### config.mk
export PLATFORM = sky130hd
export DESIGN_NAME = running_mean_variance_min_max
export DESIGN_NICKNAME = d
export VERILOG_FILES = /design/src/hw/rtl/rmvmm_pkg.sv /design/src/hw/rtl/rmvmm_front.sv /design/src/hw/rtl/rmvmm_divider.sv /design/src/hw/rtl/rmvmm_back.sv /design/src/hw/rtl/running_mean_variance_min_max.sv
export SDC_FILE = /design/constraint.sdc
export NUM_CORES = 2
export LEC_CHECK = 0
export BUFFER_PORTS_ARGS = -buffer_cell sky130_fd_sc_hd__buf_2
export CAP_MARGIN = 20
export CORE_MARGIN = 1
export CORE_UTILIZATION = 50
export CTS_CLUSTER_SIZE = 25
export DETAILED_ROUTE_END_ITERATION = 12
export GPL_TIMING_DRIVEN = 0
export PLACE_DENSITY = 0.7
export SLEW_MARGIN = 40
export SYNTH_ARGS = -nofsm -noshare
export SYNTH_HDL_FRONTEND = slang
export SYNTH_SLANG_ARGS = --single-unit
export TNS_END_PERCENT = 30
### constraint.sdc
create_clock -name i_clk -period 24.1 [get_ports i_clk]
set_clock_uncertainty 0.05 [all_clocks]
set_input_delay 2.41 -clock i_clk [delete_from_list [all_inputs] [get_ports i_clk]]
set_output_delay 2.41 -clock i_clk [all_outputs]
set_load 0.02 [all_outputs]
### src/hw/rtl/rmvmm_pkg.sv
package rmvmm_pkg;

    localparam int SAMPLE_WIDTH  = 32;
    localparam int FRACTION_BITS = 16;
    localparam int COUNT_WIDTH   = 32;
    localparam int SUM_WIDTH     = 64;
    localparam int DIFF_WIDTH    = SAMPLE_WIDTH + 1;
    localparam int QUEUE_DEPTH   = 2;
    localparam int QUEUE_AW      = 1;

    localparam logic [COUNT_WIDTH-1:0] COUNT_FULL = {COUNT_WIDTH{1'b1}};
    localparam logic [SAMPLE_WIDTH-1:0] SAMPLE_MAX = {1'b0, {(SAMPLE_WIDTH-1){1'b1}}};
    localparam logic [SAMPLE_WIDTH-1:0] SAMPLE_MIN = {1'b1, {(SAMPLE_WIDTH-1){1'b0}}};

    typedef struct packed {
        logic [COUNT_WIDTH-1:0] count;
        logic [31:0]            mean_value;
        logic [SUM_WIDTH-1:0]   sample_variance;
        logic                   variance_valid;
        logic [31:0]            minimum;
        logic [31:0]            maximum;
        logic                   saturated;
    } t_result;

    typedef struct packed {
        logic                          dropped;
        logic signed [SAMPLE_WIDTH-1:0] sample;
    } t_request;

endpackage

### src/hw/rtl/rmvmm_front.sv
module rmvmm_front (
    input  logic                             i_clk,
    input  logic                             i_rst_n,
    input  logic                             i_push,
    output logic                             o_full,
    input  logic [31:0]                      i_sample,
    input  logic                             i_deq,
    output logic                             o_avail,
    output rmvmm_pkg::t_request              o_req
);

    rmvmm_pkg::t_request r_mem [rmvmm_pkg::QUEUE_DEPTH];
    logic [rmvmm_pkg::QUEUE_AW-1:0] r_wp, r_rp;
    logic [rmvmm_pkg::QUEUE_AW:0]   r_cnt;
    logic [rmvmm_pkg::COUNT_WIDTH-1:0] r_taken;
    logic                           w_acc;
    rmvmm_pkg::t_request            w_new;

    assign o_full  = (r_cnt == (rmvmm_pkg::QUEUE_AW+1)'(rmvmm_pkg::QUEUE_DEPTH));
    assign o_avail = (r_cnt != '0);
    assign w_acc   = i_push && !o_full;
    assign o_req   = r_mem[r_rp];

    // classify: count of accepted samples decides which are dropped
    always_comb begin
        w_new.sample  = i_sample[rmvmm_pkg::SAMPLE_WIDTH-1:0];
        w_new.dropped = (r_taken == rmvmm_pkg::COUNT_FULL);
    end

    always_ff @(posedge i_clk) begin
        if (w_acc) begin
            r_mem[r_wp] <= w_new;
        end
    end

    always_ff @(posedge i_clk) begin
        if (!i_rst_n) begin
            r_wp    <= '0;
            r_rp    <= '0;
            r_cnt   <= '0;
            r_taken <= '0;
        end else begin
            if (w_acc) begin
                r_wp <= r_wp + 1'b1;
                if (!w_new.dropped) begin
                    r_taken <= r_taken + 1'b1;
                end
            end
            if (i_deq && o_avail) begin
                r_rp <= r_rp + 1'b1;
            end
            r_cnt <= r_cnt + (rmvmm_pkg::QUEUE_AW+1)'(w_acc)
                           - (rmvmm_pkg::QUEUE_AW+1)'(i_deq && o_avail);
        end
    end

    a_no_over: assert property (@(posedge i_clk) disable iff (!i_rst_n)
        r_cnt <= (rmvmm_pkg::QUEUE_AW+1)'(rmvmm_pkg::QUEUE_DEPTH))
        else $error("queue overflow");
    a_deq_ok: assert property (@(posedge i_clk) disable iff (!i_rst_n)
        (o_avail && !i_deq && !w_acc) |=> $stable(r_cnt))
        else $error("queue count moved");
    a_taken_sat: assert property (@(posedge i_clk) disable iff (!i_rst_n)
        (r_taken == rmvmm_pkg::COUNT_FULL) |=> (r_taken == rmvmm_pkg::COUNT_FULL))
        else $error("count wrapped");

endmodule

### src/hw/rtl/rmvmm_divider.sv
module rmvmm_divider (
    input  logic                             i_clk,
    input  logic                             i_rst_n,
    input  logic                             i_start,
    input  logic [rmvmm_pkg::SUM_WIDTH-1:0]  i_num,
    input  logic [rmvmm_pkg::COUNT_WIDTH-1:0] i_den,
    output logic                             o_done,
    output logic [rmvmm_pkg::SUM_WIDTH-1:0]  o_quot
);

    localparam int SW = rmvmm_pkg::SUM_WIDTH;
    localparam int CW = rmvmm_pkg::COUNT_WIDTH;
    localparam int IW = $clog2(SW + 1);

    logic [SW-1:0] r_q;
    logic [CW:0]   r_rem;
    logic [CW-1:0] r_den;
    logic [IW-1:0] r_i;
    logic          r_busy;
    logic [CW:0]   w_sh;
    logic [CW:0]   w_sub;

    assign w_sh  = {r_rem[CW-1:0], r_q[SW-1]};
    assign w_sub = w_sh - {1'b0, r_den};
    assign o_quot = r_q;

    always_ff @(posedge i_clk) begin
        if (!i_rst_n) begin
            r_busy <= 1'b0;
            o_done <= 1'b0;
            r_i    <= '0;
        end else begin
            o_done <= 1'b0;
            if (i_start) begin
                r_busy <= 1'b1;
                r_i    <= IW'(SW);
            end else if (r_busy) begin
                r_i <= r_i - 1'b1;
                if (r_i == IW'(1)) begin
                    r_busy <= 1'b0;
                    o_done <= 1'b1;
                end
            end
        end
    end

    always_ff @(posedge i_clk) begin
        if (i_start) begin
            r_q   <= i_num;
            r_rem <= '0;
            r_den <= i_den;
        end else if (r_busy) begin
            if (!w_sub[CW]) begin
                r_rem <= w_sub;
                r_q   <= {r_q[SW-2:0], 1'b1};
            end else begin
                r_rem <= w_sh;
                r_q   <= {r_q[SW-2:0], 1'b0};
            end
        end
    end

endmodule

### src/hw/rtl/rmvmm_back.sv
module rmvmm_back (
    input  logic                 i_clk,
    input  logic                 i_rst_n,
    input  logic                 i_avail,
    input  rmvmm_pkg::t_request  i_req,
    output logic                 o_deq,
    output logic                 o_res_valid,
    output rmvmm_pkg::t_result   o_res,
    input  logic                 i_res_take
);

    localparam int SW = rmvmm_pkg::SAMPLE_WIDTH;
    localparam int DW = rmvmm_pkg::DIFF_WIDTH;
    localparam int CW = rmvmm_pkg::COUNT_WIDTH;
    localparam int UW = rmvmm_pkg::SUM_WIDTH;

    localparam logic [2:0] S_IDLE = 3'd0;
    localparam logic [2:0] S_MDIV = 3'd1;
    localparam logic [2:0] S_MUL  = 3'd2;
    localparam logic [2:0] S_ACC  = 3'd3;
    localparam logic [2:0] S_VDIV = 3'd4;
    localparam logic [2:0] S_OUT  = 3'd5;

    logic [2:0]              r_st;
    logic [CW-1:0]           r_count;
    logic signed [SW-1:0]    r_mean, r_lo, r_hi, r_x;
    logic [UW-1:0]           r_sum;
    logic signed [DW-1:0]    r_delta;
    logic                    r_neg, r_sat;
    logic [2*DW-1:0]         r_prod;
    logic                    r_res_valid;
    rmvmm_pkg::t_result      r_res;

    logic                    w_dstart, w_ddone;
    logic [UW-1:0]           w_num, w_quot;
    logic [CW-1:0]           w_den;
    logic [DW-1:0]           w_dmag;
    logic signed [DW-1:0]    w_after, w_qs, w_newmean;
    logic [DW-1:0]           w_amag;
    logic [UW-1:0]           w_add;
    logic [UW:0]             w_sum1;
    logic signed [DW-1:0]    w_din;
    logic [DW-1:0]           w_dimag;
    logic [UW-1:0]           w_newsum;
    logic                    w_out_go;

    assign w_dmag = r_delta[DW-1] ? DW'(-r_delta) : DW'(r_delta);
    assign w_qs   = r_neg ? -DW'(w_quot[DW-1:0]) : DW'(w_quot[DW-1:0]);
    assign w_newmean = DW'(r_mean) + w_qs;
    assign w_after = DW'(r_x) - DW'(r_mean);
    assign w_amag  = w_after[DW-1] ? DW'(-w_after) : DW'(w_after);
    assign w_add   = UW'(r_prod >> rmvmm_pkg::FRACTION_BITS);
    assign w_sum1  = {1'b0, r_sum} + {1'b0, w_add};
    // dropped request leaves the sum alone; overflow clips to all ones
    assign w_newsum = r_sat ? r_sum : (w_sum1[UW] ? {UW{1'b1}} : w_sum1[UW-1:0]);

    assign w_din   = DW'(i_req.sample) - DW'(r_mean);
    assign w_dimag = w_din[DW-1] ? DW'(-w_din) : DW'(w_din);

    assign w_num = (r_st == S_IDLE) ? UW'(w_dimag) : w_newsum;
    assign w_den = (r_st == S_IDLE) ? r_count + 1'b1 : r_count - 1'b1;

    rmvmm_divider u_div (
        .i_clk(i_clk), .i_rst_n(i_rst_n), .i_start(w_dstart),
        .i_num(w_num), .i_den(w_den), .o_done(w_ddone), .o_quot(w_quot)
    );

    assign o_res_valid = r_res_valid;
    assign o_res = r_res;
    assign o_deq = (r_st == S_IDLE) && i_avail;
    assign w_out_go = (r_st == S_OUT) && (!r_res_valid || i_res_take);
    assign w_dstart = (o_deq && !i_req.dropped) ||
                      (r_st == S_ACC && r_count >= CW'(2));

    always_ff @(posedge i_clk) begin
        if (!i_rst_n) begin
            r_st        <= S_IDLE;
            r_count     <= '0;
            r_mean      <= '0;
            r_sum       <= '0;
            r_lo        <= rmvmm_pkg::SAMPLE_MAX;
            r_hi        <= rmvmm_pkg::SAMPLE_MIN;
            r_res_valid <= 1'b0;
        end else begin
            if (w_out_go) begin
                r_res_valid <= 1'b1;
            end else if (r_res_valid && i_res_take) begin
                r_res_valid <= 1'b0;
            end
            unique case (r_st)
                S_IDLE: begin
                    if (o_deq) begin
                        r_x     <= i_req.sample;
                        r_delta <= w_din;
                        r_neg   <= w_din[DW-1];
                        if (i_req.dropped) begin
                            r_sat <= 1'b1;
                            r_st  <= S_ACC;
                        end else begin
                            r_sat   <= 1'b0;
                            r_count <= r_count + 1'b1;
                            if (i_req.sample < r_lo) r_lo <= i_req.sample;
                            if (i_req.sample > r_hi) r_hi <= i_req.sample;
                            r_st <= S_MDIV;
                        end
                    end
                end
                S_MDIV: begin
                    if (w_ddone) begin
                        r_mean <= SW'(w_newmean);
                        r_st   <= S_MUL;
                    end
                end
                S_MUL: begin
                    r_prod <= w_dmag * w_amag;
                    r_st   <= S_ACC;
                end
                S_ACC: begin
                    r_sum <= w_newsum;
                    if (!r_sat && w_sum1[UW]) begin
                        r_sat <= 1'b1;
                    end
                    r_st <= (r_count >= CW'(2)) ? S_VDIV : S_OUT;
                end
                S_VDIV: begin
                    if (w_ddone) r_st <= S_OUT;
                end
                S_OUT: begin
                    if (w_out_go) begin
                        r_res.count           <= r_count;
                        r_res.mean_value      <= 32'(r_mean);
                        r_res.sample_variance <= (r_count >= CW'(2)) ? w_quot : '0;
                        r_res.variance_valid  <= (r_count >= CW'(2));
                        r_res.minimum         <= 32'(r_lo);
                        r_res.maximum         <= 32'(r_hi);
                        r_res.saturated       <= r_sat;
                        r_st                  <= S_IDLE;
                    end
                end
                default: r_st <= S_IDLE;
            endcase
        end
    end

    a_hold: assert property (@(posedge i_clk) disable iff (!i_rst_n)
        (r_res_valid && !i_res_take) |=> (r_res_valid && $stable(r_res)))
        else $error("held result changed");
    a_lohi: assert property (@(posedge i_clk) disable iff (!i_rst_n)
        (r_count != '0) |-> (r_lo <= r_hi)) else $error("min above max");
    a_out: assert property (@(posedge i_clk) disable iff (!i_rst_n)
        (r_st == S_OUT) |=> r_res_valid) else $error("result lost");

endmodule

### src/hw/rtl/running_mean_variance_min_max.sv
// channel | handshake        | ports
// input   | push / full      | i_sample
// result  | empty / pop      | o_count o_mean_value o_sample_variance o_variance_valid
//         |                  | o_minimum o_maximum o_saturated
// Each sample takes two 64-step passes of the shared restoring divider (mean step,
// variance) plus control states; a dropped sample takes the variance pass only.
// The first sample has no variance divide. Synchronous active-low reset clears all stats.
// A two-entry queue takes requests while the back end works; a held result stalls the back
// end only once the next result is ready.
module running_mean_variance_min_max (
    input  logic        i_clk,
    input  logic        i_rst_n,
    input  logic        push,
    output logic        full,
    input  logic [31:0] i_sample,
    output logic        empty,
    input  logic        pop,
    output logic [31:0] o_count,
    output logic [31:0] o_mean_value,
    output logic [63:0] o_sample_variance,
    output logic        o_variance_valid,
    output logic [31:0] o_minimum,
    output logic [31:0] o_maximum,
    output logic        o_saturated
);

    logic                w_avail, w_deq, w_rv;
    rmvmm_pkg::t_request w_req;
    rmvmm_pkg::t_result  w_res;

    rmvmm_front u_front (
        .i_clk(i_clk), .i_rst_n(i_rst_n), .i_push(push), .o_full(full),
        .i_sample(i_sample), .i_deq(w_deq), .o_avail(w_avail), .o_req(w_req)
    );

    rmvmm_back u_back (
        .i_clk(i_clk), .i_rst_n(i_rst_n), .i_avail(w_avail), .i_req(w_req),
        .o_deq(w_deq), .o_res_valid(w_rv), .o_res(w_res), .i_res_take(pop)
    );

    assign empty             = !w_rv;
    assign o_count           = w_res.count;
    assign o_mean_value      = w_res.mean_value;
    assign o_sample_variance = w_res.sample_variance;
    assign o_variance_valid  = w_res.variance_valid;
    assign o_minimum         = w_res.minimum;
    assign o_maximum         = w_res.maximum;
    assign o_saturated       = w_res.saturated;

endmodule
==> results.txt <==
----------------------------------------------------
[Place]
  IO Port Bufs ... 230
  Cell total after placement ... 10500
  Post-DP HPWL ... 229.2 mm
  Final weighted congestion in routability-driven placement ... 1.037

[Clock network]
  Clk pin slew, worst setup/hold paths ... 60 ps
  Clock buffers created by TritonCTS ... 77
  Buffer levels on the longest clock path ... 3
  Cts-stage hold buffer count ... 0
  H-tree Lvls ... 3
  # Post-CTS Setup Buffers ... 0
  Count of cells resized by post-cts repair ... 0
  CTS root buf ... clkbuf_16
  Clock latency of the later-clocked register in the worst-skew pair ... 690 ps
  Clock net sink count ... 746
  CTS tree ... done

[Setup path]
  Critical Path Start ... u_back.r_mean[2]
  CP Data Required Time ... 24480 ps
  Endpoint of the lowest-slack register-to-register path ... u_back.r_prod[54]
  Slowest cell on the critical path ... clkbuf_1
  R2R Setup Slk ... 9810 ps
  Arrival time worst endpoint ... 14660 ps
  Critical path class ... flop to flop
  Max stage delay on crit path ... 800 ps
  Depth of the worst register-to-register path ... 35
  Top delay family on crit path ... adder cells
  Count of buffering cells on the critical path with inverters included ... 4
  Startpoint of the worst register-to-register path ... u_back.r_mean[2]
  Critical Path Sink Type ... flop
  Depth of the critical timing path with buffers and inverters included ... 35
  Crit start category ... flop
  Maximum fanout count along the critical path ... 10
  Top cell by count, worst path ... fa_1
  Crit path capture ... u_back.r_prod[54]

[Synth]
  Ys flop type ... edfxtp_1
  Ys Warns ... 0
  Most common cell in the synthesized netlist ... inv_1
  Sequential area share after synthesis ... 25.82%
  Synth top area share ... 25.29%
  Mean post-synth cell area ... 9.298 um^2
  Cells after synthesis ... 8190
  Post-Syn Nets ... 9701
  Fraction of registers with async set/reset ... 0%
  Count of cell types in the netlist ... 99
  Cell types occupying the most area after synthesis ... fa_1 25%, edfxtp_1 19%, ha_1 8.4%, dfxtp_1 7.2%, inv_1 6.0%
  Count of flip-flops with a built-in enable after synthesis ... 472
  Number of register bits inferred by synthesis ... 746
  Commonest cells post-synth ... 1210 x inv_1, 1041 x nand2_1, 962 x fa_1
  Area of the mapped netlist ... 76150 um^2
  Top cell type by total area after synthesis ... fa_1

[STA]
  Unrepaired setup endpoints after global routing ... no
  Share of the cycle needed by the critical path after routing ... 59.28%
  Final number of setup-violating endpoints ... 0
  Headroom to the max-slew limit ... 29.93%
  Count of final hold-check violations ... 0
  Worst-margin pin slew ... 1051 ps
  Count of pins over their slew limit ... 0
  Post-route minimum period ... 14290 ps
  Max Clock Freq ... 0.06999 GHz
  Final hold slack ... 374.4 ps
  Sum of negative setup slack ... 0 ps

[Global routing]
  Wire length of the first global-routing pass ... 410.5 mm
  Via count of the first global-routing pass ... 63680
  Global router's overall resource usage ... 36.57%
  GRT Residual Overflow ... 0
  Largest net degree at the start of global routing ... 42
  Antenna violations before repair ... 8

[Floorplan]
  Overall die height ... 392.3 um
  Area of the core region ... 150500 um^2
  X dimension of the die ... 392.3 um
  Initial cell density of the core ... 50.60%
  Boundary pin count ... 232
  Die outline area ... 153900 um^2
  Standard-cell rows ... 142

[Layout]
  Final cell count without fillers ... 10650
  Utilization of the core after routing ... 55.93%
  Proportion of layout cells with a drive suffix above 1 ... 8.493%
  Area growth from synthesis to layout ... 10.52%
  Nets ... 10080

[Run]
  Max-cap check violation count ... 0

[Detailed routing]
  Vias per inst ... 5.970
  Number of nets with antenna violations after detailed routing ... 0
  Total via count in the routed design ... 63590
  Detailed-routing iteration count for the pre-antenna-repair pass ... 9
  Final Routed Wirelength ... 280.8 mm
  DRC marker count from the first detailed-route iteration ... 6533
  Number of remaining DRC errors ... 0
  Post-detailed-route wirelength per cell ... 26.36 um

[Outcome]
  Status ... complete, no violations

[Hold path]
  Hold crit path type ... flop to flop
  Cells on Worst Hold Path ... 0

----------------------------------------------------
## layout by cell type (no fill, tap or decap), drive strengths merged, types with 39 or more instances in the layout
cell type	Yosys	layout
a211oi	60	60
a21o	179	179
a21oi	336	336
a31oi	87	87
and2	145	145
and3	57	57
buf	40	338
clkbuf	337	437
dfxtp	274	274
edfxtp	472	472
fa	962	962
ha	513	513
inv	1210	1214
mux2i	39	39
nand2	1041	1041
nand3	141	141
nand4	66	66
nor2	634	634
nor2b	43	43
nor3	145	145
o21a	48	48
o21ai	313	313
o21bai	45	45
o31ai	67	67
or3	58	58
xnor2	274	274
xor2	184	184
## logic make-up (layout without fill, tap and decap cells)
logic type               after synthesis  after routing  share of synthesized area [%]
buffers and inverters               1589           2030                          7.898
AND/OR/NAND/NOR                     2491           2491                          14.75
multiplexers                          73             73                          1.015
flip-flops                           746            746                          25.82
other                                  0              4                              0
AO/OA/AOI/OAI                       1358           1358                          11.46
adder cells (fa/ha/maj)             1475           1475                          33.72
XOR/XNOR                             458            458                          5.337
## routing by layer
| metal | wire [um] | vias to the layer above | track usage, % |
|---|---|---|---|
| met3 | 25730 | 717 | 6.777 |
| met2 | 125300 | 3202 | 56.78 |
| li1 | - | 27650 | - |
| met1 | 110700 | 32020 | 47.78 |
| met5 | 13 | - | 0 |
| met4 | 19040 | 2 | 21.46 |
## layout make-up
cell class                      count  area, um^2
Antenna cell                        4       10.01
Buffer                            377        1567
Clock buffer                      100        2085
Clock inverter                     43       417.9
Fill cell                       13470       66320
Inverter                         1212        4549
Multi-Input combinational cell   5855       51510
Sequential cell                   746       19660
Tap cell                         2016        2522
Timing Repair Buffer              298        1839
## flip-flops by register name, indices dropped and copies added, names as in the netlist, 2 cells and up, named ones only
| name | count |
|---|---|
| u_back.o_res | 194 |
| u_back.r_delta | 32 |
| u_back.r_st | 3 |
| u_back.r_prod | 50 |
| u_back.r_count | 32 |
| u_front.r_mem | 66 |
| u_back.r_hi | 32 |
| u_front.r_taken | 32 |
| u_back.r_mean | 32 |
| u_front.r_cnt | 2 |
| u_back.u_div.r_rem | 32 |
| u_back.r_lo | 32 |
| u_back.r_x | 32 |
| u_back.u_div.r_den | 32 |
| u_back.u_div.o_quot | 64 |
| u_back.u_div.r_i | 7 |
| u_back.r_sum | 64 |
## worst min path at each step
stage / from / to / slack (ps)
final: u_back.r_count[15] / u_back.o_res[177] / 370
after global routing: u_back.r_count[15] / u_back.o_res[177] / 390
after CTS: u_back.r_lo[5] / u_back.o_res[38] / 370
after detailed placement: u_back.r_count[15] / u_back.o_res[177] / 360
after global placement: u_back.r_lo[26] / u_back.o_res[59] / 360
after floorplan: u_back.r_count[15] / u_back.o_res[177] / 350
## metrics by stage
stage               cell area, um^2  setup WS [ps]
floorplan                     76150          11970
global placement              79830           6509
detailed placement            81500          10290
CTS                           84000          10230
global route                  84150           9630
finish                        84160           9812
## worst reg2reg max path, delay by kind of cell (launching register included)
kind / cells / cell delay, ps
AOI/OAI and AO/OA: 14 / 4040
buffers and inverters: 4 / 1720
muxes: 1 / 740
and+or+nand+nor: 4 / 780
adders and majority gates: 10 / 5360
xor gates and xnor gates: 2 / 810
DFF: 1 / 520
Power is left out: the tool's default activity adds up to more than one toggle a clock period on the data nets, which glitch-free logic cannot reach.
